--- src/rtl/jac_pkg.sv ---
// jac_pkg: shared types, codes and reset constants for the J1939 address
// claim controller. No dependencies.
package jac_pkg;

    // Field widths fixed by the frame format
    localparam int unsigned NAME_W  = 64;
    localparam int unsigned ADDR_FW = 8;
    localparam int unsigned TMR_W   = 16;

    // Default size of the address space and the null address
    localparam int unsigned         NUM_ADDR_DEF = 254;
    localparam logic [ADDR_FW-1:0]  ADDR_NONE    = 8'd254;

    // Register reset values
    localparam logic [NAME_W-1:0]  OWN_NAME_RST      = 64'd0;
    localparam logic [ADDR_FW-1:0] POOL_FIRST_RST    = 8'd128;
    localparam logic [ADDR_FW-1:0] POOL_LAST_RST     = 8'd247;
    localparam logic [TMR_W-1:0]   CLAIM_TIMEOUT_RST = 16'd250;

    // Configuration register indexes
    typedef enum logic [1:0] {
        CFG_OWN_NAME      = 2'd0,
        CFG_POOL_FIRST    = 2'd1,
        CFG_POOL_LAST     = 2'd2,
        CFG_CLAIM_TIMEOUT = 2'd3
    } cfg_idx_t;

    // Item opcodes
    typedef enum logic [1:0] {
        OP_START  = 2'd0,
        OP_CLAIM  = 2'd1,
        OP_TICK   = 2'd2,
        OP_LOOKUP = 2'd3
    } op_t;

    // Claim state as reported
    typedef enum logic [1:0] {
        CS_INITIAL     = 2'd0,
        CS_CLAIMING    = 2'd1,
        CS_OPERATIONAL = 2'd2,
        CS_INVALID     = 2'd3
    } claim_state_t;

    // Sequencer states
    typedef enum logic [2:0] {
        SQ_IDLE,
        SQ_DECODE,
        SQ_STORE,
        SQ_SCAN,
        SQ_DONE
    } seq_state_t;

    typedef struct packed {
        logic [NAME_W-1:0]  own_name;
        logic [ADDR_FW-1:0] pool_first;
        logic [ADDR_FW-1:0] pool_last;
        logic [TMR_W-1:0]   claim_timeout;
    } cfg_t;

    typedef struct packed {
        op_t                op;
        logic [ADDR_FW-1:0] src_addr;
        logic [NAME_W-1:0]  claim_name;
    } item_t;

    typedef struct packed {
        claim_state_t       claim_state;
        logic [ADDR_FW-1:0] own_address;
        logic               send_claim;
        logic [ADDR_FW-1:0] found_address;
    } result_t;

    // Sequencer to NAME store
    typedef struct packed {
        logic               wr_en;
        logic [ADDR_FW-1:0] wr_addr;
        logic [ADDR_FW-1:0] rd_addr;
    } store_cmd_t;

    // Shared compare unit flags
    typedef struct packed {
        logic eq;
        logic lt;
        logic a_zero;
    } cmp_res_t;

endpackage

--- src/rtl/jac_cmp.sv ---
// jac_cmp: shared 64-bit magnitude compare unit used by the decode,
// store and scan steps of the sequencer. Depends on jac_pkg.
module jac_cmp (
    input  logic [jac_pkg::NAME_W-1:0] a,
    input  logic [jac_pkg::NAME_W-1:0] b,
    output jac_pkg::cmp_res_t          res
);
    import jac_pkg::*;

    // a against b, plus zero test of a
    always_comb begin
        res.eq     = (a == b);
        res.lt     = (a < b);
        res.a_zero = (a == '0);
    end

endmodule

--- config.mk ---
export PLATFORM = sky130hd
export DESIGN_NAME = jac_cmp
export DESIGN_NICKNAME = d
export VERILOG_FILES = /design/src/rtl/jac_pkg.sv /design/src/rtl/jac_cmp.sv
export SDC_FILE = /design/constraint.sdc
export NUM_CORES = 1
export LEC_CHECK = 0
export ABC_AREA = 1
export BUFFER_PORTS_ARGS = -buffer_cell sky130_fd_sc_hd__buf_2
export CORE_MARGIN = 3
export CORE_UTILIZATION = 44
export DETAILED_ROUTE_END_ITERATION = 10
export GPL_TIMING_DRIVEN = 0
export PLACE_DENSITY = 0.86
export SYNTH_ARGS = -nofsm -noshare
export SYNTH_HDL_FRONTEND = slang
export SYNTH_SLANG_ARGS = --single-unit
export TNS_END_PERCENT = 50
--- constraint.sdc ---
create_clock -name vclk -period 1.5
set_input_delay 0.15 -clock vclk [all_inputs]
set_output_delay 0.15 -clock vclk [all_outputs]
set_load 0.01 [all_outputs]
After elaboration in Yosys (flattened, before gate mapping)
Index checks and enable logic that the tools add are counted.
W data, S select, Z words.
{ "op_classes": {"n_eq_ne": 1, "reduce_logical": 1, "order_cmp": 1} }
{ "op_table": {"columns": ["cell", "count"], "rows": [
  ["$eq A64 B64 Y1", 1],
  ["$logic_not A64 Y1", 1],
  ["$lt A64 B64 Y1", 1]
]} }
{ "totals": {"register_bits": 0, "out_inout_bits": 3, "input_bits": 128, "wordCells": 3} }

Logic depth before layout (Yosys ltp)
{ "logic_depth": {"ltp_word": 1, "mapped_depth": 14} }

Worst setup path before layout
Ideal clock, no wire load.
{ "synth_path": {"path_type": "input to output", "start": "input port b[63] (netlist name)", "end": "output port res[2] (netlist name)", "cell_stages": 6, "slack_ps": 182, "arrival_time_ps": 1168, "cell_sequence": "inv_1 ha_1 nand2_2 nor4_4 nand2_2 nor3_2"} }
{ "synth_rtl": {"columns": ["element", "line", "text"], "rows": [
  ["start: declaration", "jac_cmp.sv:5", "input logic [jac_pkg::NAME_W-1:0] b,"],
  ["end: declaration", "jac_cmp.sv:6", "output jac_pkg::cmp_res_t res"]
]} }

==> results.md <==
Routing:
- The first detailed-routing pass ran for 5 iterations.
- In the final routed layout, each cell accounts on average for 13.3 µm.
- The starting DRC count in detailed routing is 44.
- The count of nets left with antenna violations once routing finished came out at 0.
- The number of vias per cell is 5.16.
- The via count is 2482.
- The number of DRC violations after detailed routing is 0.
- Wires add up to 6420 µm.

Critical path:
- Along the worst path, the maximum fanout reaches 2.
- The critical path goes through buf_2 -> ha_1 -> nand4_1 -> buf_4 -> a21oi_1 -> nor2_1 -> nand2_1 -> nand2_1 -> nand2_1 -> a21oi_2 -> buf_2.
- STA classifies the critical path endpoint as an output pin.
- The type of the worst setup path is input port to output pin.
- The cell seen most often among critical-path stages is nand2_1.
- The startpoint type of the worst setup path is an input port.
- The most critical setup path has its endpoint at res[1].
- The critical-path cell with the highest stage delay is ha_1.
- STA puts the critical path data arrival time at 1.44 ns.
- The largest incremental delay on the critical path is 0.28 ns.
- In this run the worst setup path begins at a[44].
- At the worst endpoint, the required time is 1.35 ns.

Placement:
- At the placement stage, the worst setup path has a slack of -0.0987 ns.
- The number of placed instances with taps included is 479.
- Routability-driven placement finished with a final weighted congestion of 0.814.
- The count of port buffers added during placement is 131.
- The detailed placer's ending HPWL is 4660 µm.

Timing:
- The worst setup slack after layout is -0.0932 ns.
- Setup repair after global routing could not meet its margin everywhere.
- At the pin with the least slew margin, the transition time is 0.529 ns.
- The maximum clock frequency is 628 MHz.
- The final number of max-transition violations is 0.
- Setup violations remaining at the end of the flow were counted as 3.
- The smallest clock period supported by the final layout is computed as 1.59 ns.
- The worst pin sits at a relative slew slack of 64.4%.
- The number of hold violations in the final report is 0.
- The period utilization is 106%.

Die:
- The die outline width is 70.9 µm.
- The floorplan step defined a die boundary enclosing 5030 µm².
- Row generation in the floorplan step produced 22 rows.
- The top-level I/O count is 131.
- After floorplanning, the core was sized to cover 3850 µm².
- The die is 70.9 µm tall.
- The starting density of the core is 48.1%.

Worst hold path:
- In this run the most critical hold path is launched from a[40].
- The worst min-delay path category is input port to output pin.

Cells and area:
- Leaving out fill and tap cells, the most frequent cells in the layout are buf_2 (124), inv_1 (63), nand2_1 (53), ha_4 (33), ha_1 (31).
- The flip-flop and latch count is 0.
- The net count of the finished layout is 627.
- The area occupied by registers is 0 µm².
- The post-layout instance count excluding filler cells is 481.
- The number of clock-tree buffers in the layout is 0.
- Cells fill 82.5% of the core in the end.
- The total inserted antenna cells is 0.
- From synthesis to final layout, the design area changed by 71.4%.
- The share of cells above drive strength 1 is 49.4%.
- The library cell used most frequently in the layout, excluding fill and tap cells, is buf_2.

Clock tree:
- Buffers inserted to repair hold after CTS numbered 0.

Yosys:
- The share of the Yosys chip area taken by registers is 0%.
- The parity-gate share of the synthesized area counting xor and xnor cells is 0%.
- The post-synthesis share of cell area spent on full adders, half adders and majority gates is 43.2%.
- By area, the combinational part of the netlist is dominated by adder cells.
- After synthesis, the netlist uses 19 different library cells.
- The average cell area after synthesis is 6.19 µm².
- The synthesized instance count is 300.
- The mux cell area share after synthesis is 0%.
- The synthesized net count is 492.
- The number of synthesis warnings is 0.
- After Yosys synthesis, and, or, nand and nor cells account for 30.3% of the synthesized area.
- After synthesis the cells add up to 1860 µm².
- The compound-gate portion of the synthesized area is 11.2%.

Power and ir drop:
- In this run, flip-flops and latches consume 0% of the power.
- The static power due to leakage is 1.74 nW.
- Internal power comes to 0.423 mW.
- In this run switching power makes up 50.2% of total power.
- Per report_power, the combinational group accounts for 100.0% of the total.
- Per report_power, the clock group accounts for 0% of the total.
- For this design the total switching power over the nets is 0.426 mW.
- The power per cell area is 267 nW/µm².
- The worst-case IR drop observed on VDD is 164 µV.
- The overall power consumption is 0.849 mW.

Outcome:
- The run finished, with violations left.
- The checks that failed: setup timing.

Run:
- The tool flagged a number of max-cap violations equal to 0.

Global route:
- Entering global routing, the biggest net connects 4 pins.
- Global routing consumed, over all layers together, 18.7% of the routing resources.
- The number of antenna violations at the first check in global routing is 0.
- The first global-routing pass estimated 8250 µm of wire.
- The total congestion overflow after global routing is 0.
- The via count of the first global-routing pass was 2157.
[cell type report]
class	count	area (µm²)
inverter	76	290
multi-input combinational	224	2120
timing repair buffer	133	714
fill	259	673
tap	48	60.1
[logic make-up (layout without fill, tap and decap cells)]
group | after synthesis | count (layout)
and+or+nand+nor | 121 | 121
buffers and inverters | 76 | 209
adders and majority gates | 64 | 64
AOI/OAI and AO/OA | 39 | 39
[worst max-delay path, delay by kind of cell]
kind	cells	cell delay [ns]
fa+ha+maj	1	0.28
simple gates	5	0.42
compound gates	2	0.16
buf+inv	3	0.43
[how the worst min path moves through the flow]
stage	end	slack, ns	depth (start not counted)
2_1_floorplan	res[0]	0.56	4
3_3_place_gp	res[0]	0.80	6
3_5_place_dp	res[0]	0.80	6
4_1_cts	res[0]	0.80	6
5_1_grt	res[0]	0.87	6
6_report	res[0]	0.82	6
[cell usage after synthesis, drive strengths merged]
cell,count,area (µm²)
o21a,3,22.5
nand3,3,15.0
o21ai,5,25.0
nor3,4,25.0
inv,76,285
ha,64,801
a21o,1,7.51
nand2,67,256
and2,1,6.26
nand4,8,50.1
a21oi,29,145
nor4,18,134
o21bai,1,7.51
nor2,20,75.1
[per-stage QoR]
| stage | setup TNS (ns) | hold WS [ns] | instance area (µm²) |
|---|---|---|---|
| after global routing | -0.435 | 0.871 | 3180 |
| after CTS | -0.0806 | 0.802 | 2620 |
| after global placement | -0.151 | 0.805 | 2570 |
| final | -0.261 | 0.820 | 3180 |
| after detailed placement | -0.184 | 0.803 | 2570 |
| after floorplan | 0 | 0.557 | 1860 |
[power by group through the flow]
stage                     registers [mW]  clock network [mW]  logic, mW
after floorplan                        0                   0      0.336
after global placement                 0                   0      0.577
after detailed placement               0                   0      0.600
after CTS                              0                   0      0.617
after global routing                   0                   0      0.956
final                                  0                   0      0.849
[per-layer routing]
layer | global-route usage (%) | part of all wire (%) | up-vias
li1 | - | - | 1255
met1 | 22.8 | 37 | 1105
met2 | 37.0 | 55 | 104
met3 | 0.710 | 6.0 | 18
met4 | 2.09 | 2.2 | 0
met5 | 0 | 0 | -
[timing repair]
item,CTS,global route
gates cloned,0,0
buffers inserted,0,2
pin swaps,7,35
resized for setup,6,90
setup endpoints to repair,2,2
Note: power is estimated with default switching activity, not from simulation.
