File: src/rtl/jac_pkg.sv
// jac_pkg: shared types, codes and reset constants for the J1939 address
// claim controller. No dependencies.
package jac_pkg;

    // Field widths fixed by the frame format
    localparam int unsigned NAME_W  = 64;
    localparam int unsigned ADDR_FW = 8;
    localparam int unsigned TMR_W   = 16;

    // Default size of the address space and the null address
    localparam int unsigned         NUM_ADDR_DEF = 254;
    localparam logic [ADDR_FW-1:0]  ADDR_NONE    = 8'd254;

    // Register reset values
    localparam logic [NAME_W-1:0]  OWN_NAME_RST      = 64'd0;
    localparam logic [ADDR_FW-1:0] POOL_FIRST_RST    = 8'd128;
    localparam logic [ADDR_FW-1:0] POOL_LAST_RST     = 8'd247;
    localparam logic [TMR_W-1:0]   CLAIM_TIMEOUT_RST = 16'd250;

    // Configuration register indexes
    typedef enum logic [1:0] {
        CFG_OWN_NAME      = 2'd0,
        CFG_POOL_FIRST    = 2'd1,
        CFG_POOL_LAST     = 2'd2,
        CFG_CLAIM_TIMEOUT = 2'd3
    } cfg_idx_t;

    // Item opcodes
    typedef enum logic [1:0] {
        OP_START  = 2'd0,
        OP_CLAIM  = 2'd1,
        OP_TICK   = 2'd2,
        OP_LOOKUP = 2'd3
    } op_t;

    // Claim state as reported
    typedef enum logic [1:0] {
        CS_INITIAL     = 2'd0,
        CS_CLAIMING    = 2'd1,
        CS_OPERATIONAL = 2'd2,
        CS_INVALID     = 2'd3
    } claim_state_t;

    // Sequencer states
    typedef enum logic [2:0] {
        SQ_IDLE,
        SQ_DECODE,
        SQ_STORE,
        SQ_SCAN,
        SQ_DONE
    } seq_state_t;

    typedef struct packed {
        logic [NAME_W-1:0]  own_name;
        logic [ADDR_FW-1:0] pool_first;
        logic [ADDR_FW-1:0] pool_last;
        logic [TMR_W-1:0]   claim_timeout;
    } cfg_t;

    typedef struct packed {
        op_t                op;
        logic [ADDR_FW-1:0] src_addr;
        logic [NAME_W-1:0]  claim_name;
    } item_t;

    typedef struct packed {
        claim_state_t       claim_state;
        logic [ADDR_FW-1:0] own_address;
        logic               send_claim;
        logic [ADDR_FW-1:0] found_address;
    } result_t;

    // Sequencer to NAME store
    typedef struct packed {
        logic               wr_en;
        logic [ADDR_FW-1:0] wr_addr;
        logic [ADDR_FW-1:0] rd_addr;
    } store_cmd_t;

    // Shared compare unit flags
    typedef struct packed {
        logic eq;
        logic lt;
        logic a_zero;
    } cmp_res_t;

endpackage

File: src/rtl/jac_seq.sv
// jac_seq: sequencer for the address claim controller; holds claim state,
// own address and timer, steps the NAME store and the compare unit, and
// owns the result register. Depends on jac_pkg.
module jac_seq #(
    parameter int unsigned NUM_ADDR = jac_pkg::NUM_ADDR_DEF
) (
    input  logic                        aclk,
    input  logic                        aresetn,
    input  jac_pkg::cfg_t               cfg,
    input  logic                        in_valid,
    output logic                        in_ready,
    input  jac_pkg::item_t              in_item,
    output logic                        out_valid,
    input  logic                        out_ready,
    output jac_pkg::result_t            out_result,
    output jac_pkg::store_cmd_t         st_cmd,
    output logic [jac_pkg::NAME_W-1:0]  st_wr_data,
    input  logic [jac_pkg::NAME_W-1:0]  st_rd_data,
    output logic [jac_pkg::NAME_W-1:0]  cmp_a,
    output logic [jac_pkg::NAME_W-1:0]  cmp_b,
    input  jac_pkg::cmp_res_t           cmp_res
);
    import jac_pkg::*;

    localparam logic [ADDR_FW-1:0] NUM_ADDR_V = ADDR_FW'(NUM_ADDR);

    seq_state_t         state_reg, state_next;
    op_t                op_reg, op_next;
    logic [ADDR_FW-1:0] src_reg, src_next;
    logic [NAME_W-1:0]  nm_reg, nm_next;
    claim_state_t       mode_reg, mode_next;
    logic [ADDR_FW-1:0] address_reg, address_next;
    logic [TMR_W-1:0]   timer_count_reg, timer_count_next;
    logic               timer_running_reg, timer_running_next;
    logic               claim_after_reg, claim_after_next;
    logic               send_reg, send_next;
    logic [ADDR_FW-1:0] found_reg, found_next;
    logic [ADDR_FW-1:0] issue_idx_reg, issue_idx_next;
    logic [ADDR_FW-1:0] cand_idx_reg, cand_idx_next;
    logic               cand_vld_reg, cand_vld_next;
    logic               out_valid_reg, out_valid_next;
    result_t            out_result_reg, out_result_next;

    logic [TMR_W-1:0]   tick_count;
    logic               nm_above_own;
    logic               in_pool;
    logic               hit;

    // Control state
    always_ff @(posedge aclk) begin
        if (!aresetn) begin
            state_reg         <= SQ_IDLE;
            mode_reg          <= CS_INITIAL;
            address_reg       <= ADDR_NONE;
            timer_count_reg   <= '0;
            timer_running_reg <= 1'b0;
            out_valid_reg     <= 1'b0;
            cand_vld_reg      <= 1'b0;
        end else begin
            state_reg         <= state_next;
            mode_reg          <= mode_next;
            address_reg       <= address_next;
            timer_count_reg   <= timer_count_next;
            timer_running_reg <= timer_running_next;
            out_valid_reg     <= out_valid_next;
            cand_vld_reg      <= cand_vld_next;
        end
    end

    // Working registers
    always_ff @(posedge aclk) begin
        op_reg          <= op_next;
        src_reg         <= src_next;
        nm_reg          <= nm_next;
        claim_after_reg <= claim_after_next;
        send_reg        <= send_next;
        found_reg       <= found_next;
        issue_idx_reg   <= issue_idx_next;
        cand_idx_reg    <= cand_idx_next;
        out_result_reg  <= out_result_next;
    end

    // Shared compare operands
    always_comb begin
        cmp_a = (state_reg == SQ_DECODE) ? nm_reg : st_rd_data;
        if ((state_reg == SQ_SCAN && op_reg == OP_LOOKUP)
            || (state_reg == SQ_STORE && op_reg == OP_CLAIM)) begin
            cmp_b = nm_reg;
        end else begin
            cmp_b = cfg.own_name;
        end
    end

    assign tick_count   = TMR_W'(timer_count_reg + 1'b1);
    assign nm_above_own = !cmp_res.lt && !cmp_res.eq;
    assign in_pool      = (cand_idx_reg >= cfg.pool_first)
                          && (cand_idx_reg <= cfg.pool_last);

    // Scan hit for the entry whose data is on the read port
    always_comb begin
        if (op_reg == OP_LOOKUP) begin
            hit = cand_vld_reg && cmp_res.eq;
        end else begin
            hit = cand_vld_reg && in_pool && (cand_idx_reg != address_reg)
                  && (cmp_res.a_zero || !cmp_res.lt);
        end
    end

    // Next state and outputs
    always_comb begin
        state_next         = state_reg;
        op_next            = op_reg;
        src_next           = src_reg;
        nm_next            = nm_reg;
        mode_next          = mode_reg;
        address_next       = address_reg;
        timer_count_next   = timer_count_reg;
        timer_running_next = timer_running_reg;
        claim_after_next   = claim_after_reg;
        send_next          = send_reg;
        found_next         = found_reg;
        issue_idx_next     = issue_idx_reg;
        cand_idx_next      = cand_idx_reg;
        cand_vld_next      = cand_vld_reg;
        out_result_next    = out_result_reg;
        out_valid_next     = out_valid_reg && !out_ready;
        in_ready           = 1'b0;
        st_cmd.wr_en       = 1'b0;
        st_cmd.wr_addr     = (op_reg == OP_TICK) ? address_reg : src_reg;
        st_cmd.rd_addr     = (op_reg == OP_TICK) ? address_reg : src_reg;
        st_wr_data         = cmp_b;

        case (state_reg)
            SQ_IDLE: begin
                in_ready = 1'b1;
                if (in_valid) begin
                    op_next    = in_item.op;
                    src_next   = in_item.src_addr;
                    nm_next    = in_item.claim_name;
                    send_next  = 1'b0;
                    found_next = ADDR_NONE;
                    state_next = SQ_DECODE;
                end
            end

            SQ_DECODE: begin
                // read of the target entry is issued here for the store step
                case (op_reg)
                    OP_START, OP_LOOKUP: begin
                        issue_idx_next = '0;
                        cand_vld_next  = 1'b0;
                        state_next     = SQ_SCAN;
                    end
                    OP_CLAIM: begin
                        claim_after_next = 1'b0;
                        if (src_reg >= ADDR_NONE || src_reg >= NUM_ADDR_V || cmp_res.eq) begin
                            state_next = SQ_DONE;
                        end else if (src_reg != address_reg) begin
                            state_next = SQ_STORE;
                        end else if (mode_reg == CS_CLAIMING) begin
                            if (nm_above_own) begin
                                state_next = SQ_DONE;
                            end else begin
                                claim_after_next = 1'b1;
                                state_next       = SQ_STORE;
                            end
                        end else if (mode_reg == CS_OPERATIONAL) begin
                            if (nm_above_own) begin
                                send_next  = 1'b1;
                                state_next = SQ_DONE;
                            end else begin
                                claim_after_next = 1'b1;
                                state_next       = SQ_STORE;
                            end
                        end else begin
                            state_next = SQ_DONE;
                        end
                    end
                    OP_TICK: begin
                        claim_after_next = 1'b0;
                        state_next       = SQ_DONE;
                        if (timer_running_reg) begin
                            if (tick_count >= cfg.claim_timeout) begin
                                timer_running_next = 1'b0;
                                timer_count_next   = '0;
                                mode_next          = CS_OPERATIONAL;
                                state_next         = SQ_STORE;
                            end else begin
                                timer_count_next = tick_count;
                            end
                        end
                    end
                    default: begin
                        state_next = SQ_DONE;
                    end
                endcase
            end

            SQ_STORE: begin
                // keep the larger NAME
                st_cmd.wr_en = cmp_res.lt;
                if (claim_after_reg) begin
                    issue_idx_next = '0;
                    cand_vld_next  = 1'b0;
                    state_next     = SQ_SCAN;
                end else begin
                    state_next = SQ_DONE;
                end
            end

            SQ_SCAN: begin
                st_cmd.rd_addr = issue_idx_reg;
                if (hit || (!cand_vld_reg && issue_idx_reg >= NUM_ADDR_V)) begin
                    cand_vld_next = 1'b0;
                    state_next    = SQ_DONE;
                    if (op_reg == OP_LOOKUP) begin
                        found_next = hit ? cand_idx_reg : ADDR_NONE;
                    end else begin
                        timer_count_next = '0;
                        if (hit) begin
                            address_next       = cand_idx_reg;
                            mode_next          = CS_CLAIMING;
                            timer_running_next = 1'b1;
                            send_next          = 1'b1;
                        end else begin
                            address_next       = ADDR_NONE;
                            mode_next          = CS_INVALID;
                            timer_running_next = 1'b0;
                            send_next          = 1'b0;
                        end
                    end
                end else if (issue_idx_reg < NUM_ADDR_V) begin
                    cand_idx_next  = issue_idx_reg;
                    cand_vld_next  = 1'b1;
                    issue_idx_next = ADDR_FW'(issue_idx_reg + 1'b1);
                end else begin
                    cand_vld_next = 1'b0;
                end
            end

            SQ_DONE: begin
                if (!out_valid_reg || out_ready) begin
                    out_valid_next                = 1'b1;
                    out_result_next.claim_state   = mode_reg;
                    out_result_next.own_address   = address_reg;
                    out_result_next.send_claim    = send_reg;
                    out_result_next.found_address = found_reg;
                    state_next                    = SQ_IDLE;
                end
            end

            default: begin
                state_next = SQ_IDLE;
            end
        endcase
    end

    assign out_valid  = out_valid_reg;
    assign out_result = out_result_reg;

endmodule

File: config.mk
export PLATFORM = sky130hd
export DESIGN_NAME = jac_seq
export DESIGN_NICKNAME = d
export VERILOG_FILES = /design/src/rtl/jac_pkg.sv /design/src/rtl/jac_seq.sv
export SDC_FILE = /design/constraint.sdc
export NUM_CORES = 1
export LEC_CHECK = 0
export BUFFER_PORTS_ARGS = -buffer_cell sky130_fd_sc_hd__buf_2
export CELL_PAD_IN_SITES_DETAIL_PLACEMENT = 1
export CELL_PAD_IN_SITES_GLOBAL_PLACEMENT = 1
export CORE_AREA = 4 4 180 182
export DETAILED_ROUTE_END_ITERATION = 10
export DIE_AREA = 0 0 184 186
export PLACE_DENSITY = 0.78
export SETUP_SLACK_MARGIN = 0.2
export SLEW_MARGIN = 20
export SYNTH_ARGS = -nofsm -noshare
export SYNTH_HDL_FRONTEND = slang
export SYNTH_SLANG_ARGS = --single-unit
File: constraint.sdc
create_clock -name aclk -period 3.5 [get_ports aclk]
set_clock_uncertainty 0.1 [all_clocks]
set_input_delay 0.7 -clock aclk [delete_from_list [all_inputs] [get_ports aclk]]
set_output_delay 0.7 -clock aclk [all_outputs]
set_load 0.005 [all_outputs]
==> After elaboration in Yosys (flattened, before gate mapping) <==
Cells that the tools add are included.
W data, S select, Z words.
{ "op_classes": {"add_sub_neg": 2, "magnitude_cmp": 6, "eq_ne": 29, "mux": 71, "bitwise": 2, "reduce_logical": 41} }
{ "op_table": {"columns": ["op", "n"], "rows": [
  ["$mux W64", 2],
  ["$mux W16", 5],
  ["$mux W8", 10],
  ["$mux W3", 11],
  ["$pmux W16 S2", 1],
  ["$mux W1", 27],
  ["$pmux W8 S3", 1],
  ["$ne A2 B2 Y1 const B", 10],
  ["$add A16 B1 Y16 const B", 1],
  ["$ge A16 B16 Y1", 1],
  ["$ge A8 B8 Y1 const B", 2],
  ["$ne A2 B1 Y1 const B", 8],
  ["$ne A8 B8 Y1", 2],
  ["$pmux W8 S2", 1],
  ["$pmux W3 S5", 1],
  ["$mux W2", 6],
  ["$reduce_and A3 Y1", 4],
  ["$logic_and A1 B1 Y1", 10],
  ["$reduce_and A10 Y1", 1],
  ["$reduce_and A5 Y1", 2],
  ["$pmux W3 S3", 1],
  ["$add A8 B1 Y8 const B", 1],
  ["$ge A8 B8 Y1", 1],
  ["$le A8 B8 Y1", 1],
  ["other kinds (20)", 41]
]} }
{ "word_totals": {"register_bits": 151, "inputBits": 241, "out_inout_bits": 230, "word_cells": 170} }

==> Depth between registers and ports, before layout <==
{ "logic_depth": {"ltp_word": 10, "mapped_depth": 13, "depth_no_buf": 12} }

==> Least setup slack after synthesis <==
No wires, ideal clock.
{ "synth_path": {"path_type": "reg-to-reg", "start": "register state_reg[0]", "end": "register found_reg[0], enable pin", "setup_time_ns": 0.371, "arrival_ns": 3.059, "t_required_ns": 3.029, "slack_ns": -0.030, "path_stages_with_launch": 6, "period_less_slack_ns": 3.530, "cell_sequence": "dfxtp_1 > buf_2 > nor3_1 > and2_1 > a21oi_1 > nor2_1"} }
{ "synth_via": {"elab_chain_cells": 3} }
{ "synth_lines": {"columns": ["element", "line_no", "source"], "rows": [
  ["from (decl)", "jac_seq.sv:27", "seq_state_t state_reg, state_next;"],
  ["from (signal assigned)", "jac_seq.sv:60", "state_reg <= state_next;"],
  ["$eq A3 B2 Y1 / $logic_not A3 Y1 (equally long branches)", "jac_seq.sv:133", "case (state_reg)"],
  ["$ne A2 B1 Y1 (no line) (tied with other cells)", null, null],
  ["$reduce_and A4 Y1 (no line) *", null, null],
  ["to (signal assigned)", "jac_seq.sv:77", "found_reg <= found_next;"],
  ["to (decl)", "jac_seq.sv:37", "logic [ADDR_FW-1:0] found_reg, found_next;"]
]} }
Every way passes the cells marked *; elsewhere a longest branch is shown, timed or not.
A chain may end at the register's enable or synchronous reset.

==> Worst setup path after layout <==
{ "layout_path": {"start": "register timer_count_reg[8]", "end": "register timer_running_reg"} }
{ "layout_via": {"elab_chain_cells": 6} }
{ "layout_lines": {"columns": ["element", "line_no", "source"], "rows": [
  ["from (decl)", "jac_seq.sv:33", "logic [TMR_W-1:0] timer_count_reg, timer_count_next;"],
  ["from (signal assigned)", "jac_seq.sv:63", "timer_count_reg <= timer_count_next;"],
  ["$add A16 B1 Y16", "jac_seq.sv:94", "assign tick_count = TMR_W'(timer_count_reg + 1'b1);"],
  ["$ge A16 B16 Y1", "jac_seq.sv:183", "if (tick_count >= cfg.claim_timeout) begin"],
  ["$mux W1", "jac_seq.sv:183", null],
  ["$mux W1", "jac_seq.sv:182", "if (timer_running_reg) begin"],
  ["$mux W1", "jac_seq.sv:148", "case (op_reg)"],
  ["$pmux W1 S2", "jac_seq.sv:133", null],
  ["to (signal assigned)", "jac_seq.sv:64", "timer_running_reg <= timer_running_next;"],
  ["to (decl)", "jac_seq.sv:34", "logic timer_running_reg, timer_running_next;"]
]} }
No other way between the ends. The select of a mux whose other input is x is not followed.

==> impl_metrics.csv <==
group,metric,value,unit
final_layout,syn_to_final_growth,35.0,%
detailed_routing,remaining_drc_errors,0,
run,cap_violations,0,
global_route,grtUsageTotal,18.9,%
global_route,grt_pass1_wl,48.9,mm
final_layout,drive_gt1_share,57.0,%
detailed_routing,postRouteAntennaNets,0,
setup_path,cp_top_family,"compound AO/OA/AOI/OAI gates",
cts,cts_buffer_depth,2,
detailed_routing,wl,34.8,mm
logic_synthesis,yosys_most_used_dff,"edfxtp_1",
logic_synthesis,yosysUniqueCellTypes,62,
die,die-area,34200,µm²
logic_synthesis,synth_seq_cells,151,
detailed_routing,first_iter_violations,410,
detailed_routing,dr.pass1.iters,4,
pwr,p_per_area,473,nW/µm²
setup_path,path_class,"flop to flop",
logic_synthesis,synth_enable_flop_cells,119,
sta,period_share,90.9,%
cts,cts_htree_levels,4,
global_route,antenna_found_initial,2,
setup_path,reg2reg_slack,0.32,ns
die,chipHeight,186,µm
setup_path,endpoint_kind,"flop",
pwr,peakVddDrop,396,µV
sta,period_minus_slack,3.18,ns
sta,hold_viol,0,
logic_synthesis,yosysWarningCount,0,
sta,final.setup.tns,0,ns
die,die_w,184,µm
logic_synthesis,syn_avg_cell_area,11.4,µm²
die,core_area,30600,µm²
setup_path,path_max_fanout,5,
final_layout,final_net_count,1484,
cts,numCtsBuffers,17,
setup_path,cp-start-kind,"flop",
logic_synthesis,synth_area,8950,µm²
placement,io_buffers,470,
cts,cts_tree,"yes",
sta,fmax,0.314,GHz
die,io_pins,471,
detailed_routing,routed_via_density,4.81,
sta,rsz0062_at_grt,"false",
placement,dp_cells,1576,
cts,ctsHoldBuffers,0,
sta,maxSlewViolCount,0,
global_route,grt_max_degree,42,
setup_path,cp_slowest_cell,"dfxtp_1",
logic_synthesis,async_flop_share,0,%
cts,path_clk_slew,0.07,ns
hold_path,worstHoldPathType,"flop to flop",
logic_synthesis,synth_top_area_share,39.9,%
cts,clk_latency,0.43,ns
placement,gp_congestion,0.854,
logic_synthesis,synth_cells,783,
sta,tightest_slew,0.650,ns
setup_path,crit_required,3.72,ns
die,initial_utilization,29.2,%
detailed_routing,drt-wirelength-per-cell,21.5,µm
logic_synthesis,yosysTopAreaCell,"edfxtp_1",
run_status,status,"finished clean",
logic_synthesis,synth_fp_nets,1062,
global_route,overflow,0,
logic_synthesis,synth_area_leaders,"edfxtp_1, mux2_2, dfxtp_1",
die,rows,64,
setup_path,max_stage_delay,0.41,ns
global_route,grt_pass1_vias,8171,
final_layout,largest_reg_flops,64,
cts,cts_sinks,151,
placement,dp_hpwl,28.2,mm
setup_path,cp_cell_sequence,"nand4_1 -> nor2_2 -> nand3_1 -> o21a_1 -> or2_2 -> ha_1 -> a21oi_1 -> o21ai_0 -> a21o_2 -> a21o_1 -> a32o_1",
logic_synthesis,ys_seq_area_share,47.1,%
sta,slew_headroom,56.5,%
final_layout,fin_cells,1615,
setup_path,crit_buf_inv,0,
sta,setup_violations,0,
cts,root_buffer,"clkbuf_16",
pwr,p_leak,5.32,nW
setup_path,critical_path_arrival,3.40,ns
detailed_routing,via_count,7772,
placed cells by master, fill, tap and decap left out, types with 4 or more instances in the layout:
cell type / instances
and4_1: 4
nand2b_1: 20
nor2_1: 55
or2_2: 9
dfxtp_1: 28
nand3_1: 17
edfxtp_1: 119
o21ai_0: 23
a21oi_1: 18
nand2_1: 29
xnor2_1: 13
nor3_1: 8
inv_1: 52
xor2_1: 14
mux2_2: 136
buf_4: 21
o21a_1: 4
ha_1: 37
clkbuf_16: 17
buf_2: 470
dfxtp_2: 4
and3_1: 7
a31oi_1: 13
nor2b_1: 6
nor4_1: 11
a22o_1: 7
a21o_1: 5
nand4_1: 6
final cells by class:
type	count	area, µm²
fillers	3538	18500
flip-flops and latches	151	4220
multi-input cells	488	3970
repair buffers	495	2580
well taps	396	495
clock buffers	17	425
inverters	52	195
clock inverters	15	189
diodes	1	2.50
report_power, final:
part	internal (mW)	switching, mW
logic	0.693	0.742
clock network	1.09	0.875
registers	2.17	0.145
total	3.94	1.76
metal layers:
layer	wire, µm	vias up	track usage (%)	share of wire (%)
met2	17400	330	32.9	50
met1	14100	3779	23.6	40
li1	-	3625	-	-
met3	2830	36	5.35	8.1
met5	13	-	0	0.037
met4	405	2	3.61	1.2
metrics by stage:
step / hold WS [ns] / setup WS [ns] / util (%) / power (mW) / cell area (µm²)
after floorplan: 0.300 / 0.295 / - / 3.09 / 8950
after global placement: 0.304 / 0.128 / 37.2 / 3.75 / 11400
after detailed placement: 0.307 / -0.0640 / 37.2 / 3.79 / 11400
after CTS: 0.311 / 0.221 / 39.3 / 5.79 / 12000
after global routing: 0.311 / 0.143 / 39.5 / 5.99 / 12100
final: 0.317 / 0.318 / 39.5 / 5.71 / 12100
cell families after synthesis:
kind of cell	after synthesis	synth area share (%)
adder cells (fa/ha/maj)	38	5.31
AND/OR/NAND/NOR	185	10.6
AO/OA/AOI/OAI	100	7.89
XOR/XNOR	27	2.64
buffers and inverters	144	9.01
multiplexers	138	17.4
flip-flops	151	47.1
worst paths after layout:
kind | startpoint | to | cells after the start
worst max-delay path | timer_count_reg[8] | timer_running_reg | 11
worst min-delay path | found_reg[7] | out_result[7] | 0
worst max register to register | timer_count_reg[8] | timer_running_reg | 11
worst min register to register | found_reg[7] | out_result[7] | 0
cell usage after synthesis (all sizes together) (13+ instances only):
library cell / n
mux2: 137
edfxtp: 119
buf: 81
nor2: 57
inv: 52
ha: 38
dfxtp: 32
nand2: 29
o21ai: 24
nand2b: 20
a21oi: 19
nand3: 17
xor2: 14
a31oi: 13
xnor2: 13
timing repair:
action                     CTS  global route
setup buffers                3             3
pin swaps                    1             2
gates resized for setup      1            10
cloned                       0             0
setup endpoints to repair   16            46
No activity file was read; power rests on OpenSTA's default activity.
